## config.mk

```make
export PLATFORM = sky130hd
export DESIGN_NAME = wav_header_parser
export DESIGN_NICKNAME = d
export VERILOG_FILES = /design/src/rtl/wavp_pkg.sv /design/src/rtl/wavp_front.sv /design/src/rtl/wavp_queue.sv /design/src/rtl/wavp_back.sv /design/src/rtl/wav_header_parser.sv
export SDC_FILE = /design/constraint.sdc
export NUM_CORES = 1
export LEC_CHECK = 0
export BUFFER_PORTS_ARGS = -buffer_cell sky130_fd_sc_hd__buf_2
export CAP_MARGIN = 20
export CELL_PAD_IN_SITES_DETAIL_PLACEMENT = 0
export CELL_PAD_IN_SITES_GLOBAL_PLACEMENT = 1
export CORE_AREA = 5 5 264 266
export CTS_CLUSTER_SIZE = 25
export DETAILED_ROUTE_END_ITERATION = 10
export DIE_AREA = 0 0 269 271
export HOLD_SLACK_MARGIN = 0.08
export PLACE_DENSITY_LB_ADDON = 0.1
export RECOVER_POWER = 100
export SLEW_MARGIN = 10
export SYNTH_ARGS = -nofsm -noshare
export SYNTH_HDL_FRONTEND = slang
export SYNTH_SLANG_ARGS = --single-unit
export TNS_END_PERCENT = 1
```

## constraint.sdc

```tcl
create_clock -name clock -period 16.9 [get_ports clock]
set_input_delay 0 -clock clock [delete_from_list [all_inputs] [get_ports clock]]
set_output_delay 0 -clock clock [all_outputs]
set_load 0.03 [all_outputs]
```

## src/rtl/wavp_pkg.sv

```systemverilog
`default_nettype none

package wavp_pkg;

   // Result status codes
   localparam logic [2:0] ST_OK          = 3'd0;
   localparam logic [2:0] ST_BAD_RIFF    = 3'd1;
   localparam logic [2:0] ST_NO_HDR      = 3'd2;
   localparam logic [2:0] ST_FMT_SHORT   = 3'd3;
   localparam logic [2:0] ST_BAD_FORMAT  = 3'd4;
   localparam logic [2:0] ST_BAD_BITS    = 3'd5;
   localparam logic [2:0] ST_TRUNC_CHUNK = 3'd6;
   localparam logic [2:0] ST_DATA_FIRST  = 3'd7;

   // Result kinds
   localparam logic KIND_HEADER  = 1'b0;
   localparam logic KIND_PAYLOAD = 1'b1;

   // Four-character codes as they appear in the byte stream, first byte on top
   localparam logic [31:0] TAG_RIFF = 32'h5249_4646;
   localparam logic [31:0] TAG_WAVE = 32'h5741_5645;
   localparam logic [31:0] TAG_FMT  = 32'h666D_7420;
   localparam logic [31:0] TAG_DATA = 32'h6461_7461;

   // Input request
   typedef struct packed {
      logic [7:0] data_byte;
      logic       last_byte;
   } req_type;

   // Result
   typedef struct packed {
      logic        result_kind;
      logic [2:0]  status;
      logic [1:0]  num_channels;
      logic [31:0] sample_rate;
      logic [4:0]  sample_bits;
      logic [31:0] data_offset;
      logic [31:0] frame_count;
      logic [7:0]  payload_byte;
      logic        payload_last;
   } rsp_type;

   // Event from the parser to the output side; chunk length is not yet scaled
   typedef struct packed {
      logic        kind;
      logic [2:0]  status;
      logic [1:0]  channels;
      logic [31:0] rate;
      logic [4:0]  bits;
      logic [31:0] offset;
      logic [31:0] length;
      logic [7:0]  pay_byte;
      logic        pay_last;
   } evt_type;

endpackage

`default_nettype wire

```

## src/rtl/wavp_front.sv

```systemverilog
`default_nettype none

module wavp_front (
   input  wire logic              clock,
   input  wire logic              reset,
   input  wire logic              req_valid,
   output logic                   req_stall,
   input  wire wavp_pkg::req_type req_item,
   input  wire logic              queue_full,
   output logic                   evt_push,
   output wavp_pkg::evt_type      evt
);
   import wavp_pkg::*;

   typedef enum logic [2:0] {
      PH_RIFF, PH_HDR, PH_FMT, PH_FMTSKIP, PH_SKIP, PH_PASS, PH_DONE
   } phase_type;

   phase_type   phase_ff, phase_in;
   logic [31:0] pos_ff, pos_in;
   logic [63:0] shift_ff, shift_in;
   logic [31:0] skip_ff, skip_in;
   logic [1:0]  ch_ff, ch_in;
   logic [31:0] rate_ff, rate_in;
   logic [4:0]  bits_ff, bits_in;
   logic        seen_ff, seen_in;
   logic [3:0]  hcnt_ff, hcnt_in;

   logic        accept;
   logic        last;
   logic [63:0] shifted;
   logic [31:0] w;
   logic [31:0] id;
   logic [31:0] len;
   logic [15:0] tag16;
   logic [15:0] ch16;
   logic [15:0] bits16;
   logic [4:0]  bits_new;
   logic [3:0]  hcnt_inc;
   logic        fail;
   logic [2:0]  fail_code;
   logic        finish;
   logic [4:0]  finish_bits;
   logic        to_hdr;

   assign req_stall = queue_full;
   assign accept    = req_valid && !queue_full;
   assign last      = req_item.last_byte;
   assign shifted   = {shift_ff[55:0], req_item.data_byte};
   assign w         = shifted[31:0];
   assign id        = shifted[63:32];
   assign len       = {w[7:0], w[15:8], w[23:16], w[31:24]};
   assign tag16     = {w[23:16], w[31:24]};
   assign ch16      = {w[7:0], w[15:8]};
   assign bits16    = {w[7:0], w[15:8]};
   assign bits_new  = (bits16 == 16'd8 || bits16 == 16'd16) ? bits16[4:0] : 5'd0;
   assign hcnt_inc  = hcnt_ff + 4'd1;

   // Parse one byte
   always_comb begin
      phase_in    = phase_ff;
      pos_in      = pos_ff;
      shift_in    = shift_ff;
      skip_in     = skip_ff;
      ch_in       = ch_ff;
      rate_in     = rate_ff;
      bits_in     = bits_ff;
      seen_in     = seen_ff;
      hcnt_in     = hcnt_ff;
      evt_push    = 1'b0;
      evt         = '0;
      fail        = 1'b0;
      fail_code   = ST_OK;
      finish      = 1'b0;
      finish_bits = bits_ff;
      to_hdr      = 1'b0;
      if (accept && phase_ff != PH_DONE) begin
         pos_in   = pos_ff + 32'd1;
         shift_in = shifted;
         unique case (phase_ff)
            PH_RIFF: begin
               priority if (pos_ff == 32'd3 && w != TAG_RIFF) begin
                  fail = 1'b1; fail_code = ST_BAD_RIFF;
               end else if (pos_ff == 32'd7 && (len == 32'd0 || len[31])) begin
                  fail = 1'b1; fail_code = ST_BAD_RIFF;
               end else if (pos_ff == 32'd11) begin
                  if (w != TAG_WAVE) begin
                     fail = 1'b1; fail_code = ST_BAD_RIFF;
                  end else begin
                     to_hdr = 1'b1;
                  end
               end else if (last) begin
                  fail = 1'b1; fail_code = ST_BAD_RIFF;
               end
            end
            PH_HDR: begin
               hcnt_in = hcnt_inc;
               priority if (hcnt_inc < 4'd8) begin
                  if (last) begin
                     fail = 1'b1; fail_code = ST_NO_HDR;
                  end
               end else if (id == TAG_DATA) begin
                  if (!seen_ff) begin
                     fail = 1'b1; fail_code = ST_DATA_FIRST;
                  end else begin
                     evt_push     = 1'b1;
                     evt.kind     = KIND_HEADER;
                     evt.status   = ST_OK;
                     evt.channels = ch_ff;
                     evt.rate     = rate_ff;
                     evt.bits     = bits_ff;
                     evt.offset   = pos_ff + 32'd1;
                     evt.length   = len;
                     phase_in     = last ? PH_DONE : PH_PASS;
                  end
               end else if (id == TAG_FMT && !seen_ff && len[31:4] != 28'd0) begin
                  if (last) begin
                     fail = 1'b1; fail_code = ST_FMT_SHORT;
                  end else begin
                     skip_in  = len - 32'd16;
                     hcnt_in  = 4'd0;
                     phase_in = PH_FMT;
                  end
               end else begin
                  skip_in = len;
                  priority if (len == 32'd0) begin
                     to_hdr = 1'b1;
                  end else if (last) begin
                     fail = 1'b1; fail_code = ST_TRUNC_CHUNK;
                  end else begin
                     phase_in = PH_SKIP;
                  end
               end
            end
            PH_FMT: begin
               hcnt_in = hcnt_inc;
               priority if (hcnt_ff == 4'd15) begin
                  bits_in = bits_new;
                  priority if (ch_ff == 2'd0) begin
                     fail = 1'b1; fail_code = ST_BAD_FORMAT;
                  end else if (skip_ff == 32'd0) begin
                     finish = 1'b1; finish_bits = bits_new;
                  end else if (last) begin
                     fail = 1'b1; fail_code = ST_TRUNC_CHUNK;
                  end else begin
                     phase_in = PH_FMTSKIP;
                  end
               end else begin
                  if (hcnt_ff == 4'd3) begin
                     ch_in = (tag16 == 16'd1 && (ch16 == 16'd1 || ch16 == 16'd2)) ?
                             ch16[1:0] : 2'd0;
                  end
                  if (hcnt_ff == 4'd7) begin
                     rate_in = len;
                  end
                  if (last) begin
                     fail = 1'b1; fail_code = ST_FMT_SHORT;
                  end
               end
            end
            PH_FMTSKIP: begin
               skip_in = skip_ff - 32'd1;
               priority if (skip_ff == 32'd1) begin
                  finish = 1'b1;
               end else if (last) begin
                  fail = 1'b1; fail_code = ST_TRUNC_CHUNK;
               end
            end
            PH_SKIP: begin
               skip_in = skip_ff - 32'd1;
               priority if (skip_ff == 32'd1) begin
                  to_hdr = 1'b1;
               end else if (last) begin
                  fail = 1'b1; fail_code = ST_TRUNC_CHUNK;
               end
            end
            PH_PASS: begin
               evt_push     = 1'b1;
               evt.kind     = KIND_PAYLOAD;
               evt.pay_byte = req_item.data_byte;
               evt.pay_last = last;
               if (last) begin
                  phase_in = PH_DONE;
               end
            end
            default: begin
               phase_in = PH_DONE;
            end
         endcase

         // Close the fmt chunk: the bit depth decides
         if (finish) begin
            if (finish_bits == 5'd0) begin
               fail = 1'b1; fail_code = ST_BAD_BITS;
            end else begin
               seen_in = 1'b1;
               to_hdr  = 1'b1;
            end
         end

         // Expect a chunk header next
         if (to_hdr && !fail) begin
            if (last) begin
               fail = 1'b1; fail_code = ST_NO_HDR;
            end else begin
               phase_in = PH_HDR;
               hcnt_in  = 4'd0;
            end
         end

         // Report the error and drop everything after it
         if (fail) begin
            phase_in   = PH_DONE;
            evt_push   = 1'b1;
            evt        = '0;
            evt.status = fail_code;
         end
      end
   end

   // Hold parser state
   always_ff @(posedge clock) begin
      if (reset) begin
         phase_ff <= PH_RIFF;
         pos_ff   <= '0;
         shift_ff <= '0;
         skip_ff  <= '0;
         ch_ff    <= '0;
         rate_ff  <= '0;
         bits_ff  <= '0;
         seen_ff  <= 1'b0;
         hcnt_ff  <= '0;
      end else begin
         phase_ff <= phase_in;
         pos_ff   <= pos_in;
         shift_ff <= shift_in;
         skip_ff  <= skip_in;
         ch_ff    <= ch_in;
         rate_ff  <= rate_in;
         bits_ff  <= bits_in;
         seen_ff  <= seen_in;
         hcnt_ff  <= hcnt_in;
      end
   end

endmodule

`default_nettype wire

```

## src/rtl/wavp_queue.sv

```systemverilog
`default_nettype none

module wavp_queue (
   input  wire logic              clock,
   input  wire logic              reset,
   input  wire logic              push,
   input  wire wavp_pkg::evt_type push_evt,
   output logic                   full,
   output logic                   not_empty,
   input  wire logic              pop,
   output wavp_pkg::evt_type      head_evt
);
   import wavp_pkg::*;

   evt_type    entry_ff [2];
   logic       wr_ptr_ff, wr_ptr_in;
   logic       rd_ptr_ff, rd_ptr_in;
   logic [1:0] count_ff, count_in;
   logic       do_push;
   logic       do_pop;

   assign full      = (count_ff == 2'd2);
   assign not_empty = (count_ff != 2'd0);
   assign do_push   = push && !full;
   assign do_pop    = pop && not_empty;
   assign head_evt  = entry_ff[rd_ptr_ff];

   // Advance pointers and occupancy
   always_comb begin
      wr_ptr_in = do_push ? ~wr_ptr_ff : wr_ptr_ff;
      rd_ptr_in = do_pop ? ~rd_ptr_ff : rd_ptr_ff;
      count_in  = count_ff + {1'b0, do_push} - {1'b0, do_pop};
   end

   always_ff @(posedge clock) begin
      if (reset) begin
         wr_ptr_ff <= 1'b0;
         rd_ptr_ff <= 1'b0;
         count_ff  <= '0;
      end else begin
         wr_ptr_ff <= wr_ptr_in;
         rd_ptr_ff <= rd_ptr_in;
         count_ff  <= count_in;
      end
   end

   // Store entries
   always_ff @(posedge clock) begin
      if (do_push) begin
         entry_ff[wr_ptr_ff] <= push_evt;
      end
   end

endmodule

`default_nettype wire

```

## src/rtl/wavp_back.sv

```systemverilog
`default_nettype none

module wavp_back (
   input  wire logic              clock,
   input  wire logic              reset,
   input  wire logic              evt_valid,
   input  wire wavp_pkg::evt_type evt,
   output logic                   evt_pop,
   output logic                   rsp_valid,
   input  wire logic              rsp_stall,
   output wavp_pkg::rsp_type      rsp_item
);
   import wavp_pkg::*;

   logic    rsp_valid_ff, rsp_valid_in;
   rsp_type rsp_item_ff, rsp_item_in;
   logic    load;
   logic [1:0] frame_shift;

   assign load        = evt_valid && (!rsp_valid_ff || !rsp_stall);
   assign evt_pop     = load;
   assign rsp_valid   = rsp_valid_ff;
   assign rsp_item    = rsp_item_ff;
   assign frame_shift = {1'b0, evt.channels == 2'd2} + {1'b0, evt.bits == 5'd16};

   // Format the event into a result
   always_comb begin
      rsp_item_in = '0;
      priority if (evt.kind == KIND_PAYLOAD) begin
         rsp_item_in.result_kind  = KIND_PAYLOAD;
         rsp_item_in.payload_byte = evt.pay_byte;
         rsp_item_in.payload_last = evt.pay_last;
      end else if (evt.status != ST_OK) begin
         rsp_item_in.status = evt.status;
      end else begin
         rsp_item_in.num_channels = evt.channels;
         rsp_item_in.sample_rate  = evt.rate;
         rsp_item_in.sample_bits  = evt.bits;
         rsp_item_in.data_offset  = evt.offset;
         rsp_item_in.frame_count  = evt.length >> frame_shift;
      end
      rsp_valid_in = load ? 1'b1 : (rsp_valid_ff && rsp_stall);
   end

   // Hold the output register
   always_ff @(posedge clock) begin
      if (reset) begin
         rsp_valid_ff <= 1'b0;
      end else begin
         rsp_valid_ff <= rsp_valid_in;
      end
      if (load) begin
         rsp_item_ff <= rsp_item_in;
      end
   end

endmodule

`default_nettype wire

```

## src/rtl/wav_header_parser.sv

```systemverilog
`default_nettype none

// Channel   Ports                          Direction  Moves
// --------  -----------------------------  ---------  -------------------------------
// request   req_valid, req_stall, req_item  in         one file byte and last flag
// result    rsp_valid, rsp_stall, rsp_item  out        header, error or payload byte
//
// One byte is taken per clock while req_stall is low; the parser decides each byte
// in the cycle it is taken. Results pass a two-entry queue and then an output register.
// req_stall rises only while the queue is full, i.e. while rsp_stall holds results back.
// Reset is synchronous and active high; it returns the parser to the RIFF header.
module wav_header_parser (
   input  wire logic              clock,
   input  wire logic              reset,
   input  wire logic              req_valid,
   output logic                   req_stall,
   input  wire wavp_pkg::req_type req_item,
   output logic                   rsp_valid,
   input  wire logic              rsp_stall,
   output wavp_pkg::rsp_type      rsp_item
);
   import wavp_pkg::*;

   logic    queue_full;
   logic    evt_push;
   evt_type evt;
   logic    head_valid;
   logic    head_pop;
   evt_type head_evt;

   wavp_front u_front (
      .clock      (clock),
      .reset      (reset),
      .req_valid  (req_valid),
      .req_stall  (req_stall),
      .req_item   (req_item),
      .queue_full (queue_full),
      .evt_push   (evt_push),
      .evt        (evt)
   );

   wavp_queue u_queue (
      .clock     (clock),
      .reset     (reset),
      .push      (evt_push),
      .push_evt  (evt),
      .full      (queue_full),
      .not_empty (head_valid),
      .pop       (head_pop),
      .head_evt  (head_evt)
   );

   wavp_back u_back (
      .clock     (clock),
      .reset     (reset),
      .evt_valid (head_valid),
      .evt       (head_evt),
      .evt_pop   (head_pop),
      .rsp_valid (rsp_valid),
      .rsp_stall (rsp_stall),
      .rsp_item  (rsp_item)
   );

endmodule

`default_nettype wire
```

==> flow_summary.json <==
{
  "drive_above_1_share_pct": 7.38,
  "synth.distinct_cells": 67,
  "clkSlewWorstSetupHoldPaths_ns": 0.06,
  "outcome": "finished, violations left",
  "power_density_mw_per_mm2": 151,
  "instances_no_fill": 3124,
  "reg2regPathDepth": 10,
  "synthToLayoutAreaGrowth_pct": 14.6,
  "yosysWarnings": 0,
  "die_area_sq_mm": 0.0729,
  "crit_top_cell": "clkbuf_1",
  "port_buffers": 130,
  "critPathMaxFanout": 48,
  "viasPerCell": 5.17,
  "crit_family": "buffers and inverters",
  "postRouteWirelength_mm": 61.7,
  "root_buffer": "clkbuf_16",
  "cts-resized-gates": 0,
  "syn_inst": 2123,
  "drt-initial-drc-count": 1105,
  "antenna_found_initial": 2,
  "gp_congestion": 0.844,
  "cp.arrival_ns": 9.31,
  "slew_viol_final": 846,
  "synth-edff-count": 348,
  "crit_chain": "nor4_1, nand4_1, or4_1, nor3_1, o31ai_1, clkbuf_1, a31oi_1, nor2b_1, clkbuf_1, clkbuf_1",
  "synth_nets": 2146,
  "leakage_nw": 8.78,
  "grt-ovfl-total": 0,
  "die_h_microns": 271,
  "final_nets": 2224,
  "crit-reg2reg-launch": "u_front.shift_ff[12]$_SDFFE_PP0P_",
  "dieWidth_microns": 269,
  "clockBufferDepth": 3,
  "cts_num_sinks": 521,
  "drtAntennaViolNets": 0,
  "pin_count": 131,
  "avgRoutedWirePerCell_microns": 19.8,
  "max-cap-violations": 17,
  "cp-start-kind": "register",
  "fillers": 6577,
  "critPathCaptureType": "register",
  "dp_hpwl_mm": 40.9,
  "drtPass1Iterations": 5,
  "num_rows": 95,
  "cp_num_buf_inv": 3,
  "avgSynthCellArea_sq_um": 10.9,
  "synth-seq-cells": 521,
  "min_path_type": "in2reg",
  "min_period_ns": 9.15,
  "coreArea_sq_mm": 0.0668,
  "r2r_slack_ns": 7.75,
  "dp_cells": 3001,
  "routed.top_layer": "met5",
  "skew_ns": 0.0389,
  "min_from": "reset",
  "ys_seq_area_share_pct": 60.1,
  "wl_met3_mm": 2.99,
  "wl_met2_mm": 28.3,
  "drc": 0,
  "vias": 16200,
  "hold_end": "u_front.pos_ff[24]$_SDFFE_PP0P_",
  "hold_buffers": 13,
  "synth_ff_type": "edfxtp_1",
  "grt_pass1_wl_mm": 95.3,
  "cts_max_level": 2,
  "violations": "max-capacitance violations, max-slew violations",
  "grt_max_degree": 87,
  "track_usage_pct": 16.6,
  "cp.required_ns": 17.06,
  "syn_area_sq_mm": 0.0231,
  "critical_path_class": "reg2reg",
  "grt_pass1_vias": 15900,
  "numCtsBuffers": 57,
  "ir_drop_mv": 0.100,
  "max_stage_delay_ns": 2.11,
  "fin_crit_sh_pct": 54.1,
  "rsz0062_at_grt": "no",
  "r2r_end": "u_queue.entry_ff[0][79]$_DFFE_PP_",
  "tightest_slew_ns": 4.42,
  "slowest_stage": "clkbuf_1",
  "insertion_delay_ns": 0.63,
  "setup_viol": 0,
  "hold_viol_final": 0,
  "post_cts_buffers": 0,
  "start_util_pct": 34.7,
  "fin_setup_tns_ns": 0,
  "cts_tree": "yes",
  "slew_headroom_pct": -195,
  "fmax_mhz": 109,
  "async_flop_share_pct": 0,
  "drt-met1-wl_mm": 29.2,
  "hold_path_depth": 3
}
-- Yosys cell counts (21+ instances only) --
library cell / number / area share, %
clkbuf_1: 128 / 2.1
dfxtp_1: 173 / 15
nand2_1: 323 / 5.2
nor4_1: 40 / 1.1
xor2_1: 42 / 1.6
mux4_2: 30 / 2.9
nand4_1: 23 / 0.62
xnor2_1: 40 / 1.5
o21ai_0: 46 / 0.99
edfxtp_1: 348 / 45
nor2_1: 231 / 3.7
nand3_1: 43 / 0.93
mux2i_1: 88 / 3.8
and2_1: 79 / 2.1
and3_1: 21 / 0.57
or3_1: 24 / 0.65
a21oi_1: 181 / 3.9
nor3_1: 42 / 0.91
-- per-stage QoR --
step	cell area, sq um	total power, mW	hold WS (ns)	setup slack, ns	utilization, %
after floorplan	23100	2.41	0.136	8.87	-
after global placement	24600	2.68	0.246	11.58	36.8
after detailed placement	24600	2.68	0.251	11.56	36.8
after CTS	26800	4.08	0.0995	11.52	40.1
after global routing	26500	4.20	0.188	6.76	39.7
final	26500	4.00	0.189	7.75	39.7
-- layer usage --
metal	GRT usage (%)	vias to the layer above
met5	0	-
met4	4.16	2
met3	2.57	75
met2	26.0	374
met1	24.1	7918
li1	-	7786
-- tightest hold or removal path, stage by stage --
cell           delay (ns)
dlygate4sd3_1        0.53
buf_4                0.16
a21oi_1              0.05
-- logic make-up after synthesis --
kind of cell / after synthesis / synth area share (%)
AOI/OAI and AO/OA: 320 / 8.06
xor gates and xnor gates: 82 / 3.10
adders and majority gates: 10 / 0.540
buffers and inverters: 174 / 2.97
DFF: 521 / 60.1
muxes: 121 / 6.87
and+or+nand+nor: 895 / 18.4
-- power by group --
group | switching (mW) | internal, mW
combinational | 0.699 | 0.264
clock | 0.520 | 0.852
sequential | 0.0761 | 1.59
-- worst max path at each step --
stage	cells past startpoint	slack, ns	to	start
2_1_floorplan	10	8.87	u_queue.entry_ff[0][0]$_DFFE_PP_	u_front.shift_ff[12]$_SDFFE_PP0P_
3_3_place_gp	10	11.58	u_queue.entry_ff[0][80]$_DFFE_PP_	u_front.shift_ff[12]$_SDFFE_PP0P_
3_5_place_dp	10	11.56	u_queue.entry_ff[0][80]$_DFFE_PP_	u_front.shift_ff[12]$_SDFFE_PP0P_
4_1_cts	10	11.52	u_queue.entry_ff[0][82]$_DFFE_PP_	u_front.shift_ff[4]$_SDFFE_PP0P_
5_1_grt	10	6.76	u_queue.entry_ff[0][80]$_DFFE_PP_	u_front.shift_ff[12]$_SDFFE_PP0P_
6_report	10	7.75	u_queue.entry_ff[0][79]$_DFFE_PP_	u_front.shift_ff[12]$_SDFFE_PP0P_
-- sequential cells by signal, summed over array words and instances, names as in the netlist, 2 cells and up, named ones only --
name,count
u_front.shift_ff,56
u_front.skip_ff,32
u_queue.entry_ff,232
u_front.bits_ff,5
u_back.rsp_item,116
u_front.hcnt_ff,4
u_front.rate_ff,32
u_queue.count_ff,2
u_front.ch_ff,2
u_front.phase_ff,3
u_front.pos_ff,32
-- final cells by class --
class                      count  area [sq um]  area share (%)
tap                          873          1090            4.12
clock inverter                38           598            2.25
sequential                   521         13900            52.4
multi-input combinational   1428          8560            32.2
inverter                      21          78.8           0.297
clock buffer                  70          1510            5.68
antenna                        1          2.50         0.00943
timing repair buffer         172           791            2.98
-- cells in the final DEF (no fill, tap or decap), types with 7 or more instances in the layout --
cell type,count
dfxtp_1,173
inv_1,20
o31ai_1,10
nand3_1,44
nand2_1,323
edfxtp_1,348
nor3_1,42
o211ai_1,12
o21ai_0,48
clkbuf_16,58
xor2_1,42
ha_1,10
or4_1,10
a21oi_1,179
dlygate4sd3_1,13
bufinv_16,14
clkbuf_1,145
nor2_1,231
mux2i_1,88
buf_4,13
nand4_1,23
nor4_1,39
nor4bb_1,7
or3_1,24
nor4b_1,10
buf_2,12
mux4_2,30
a211oi_1,13
clkinv_2,10
xnor2_1,40
and3_1,21
and2_0,77
(Power assumes the default switching activity.)
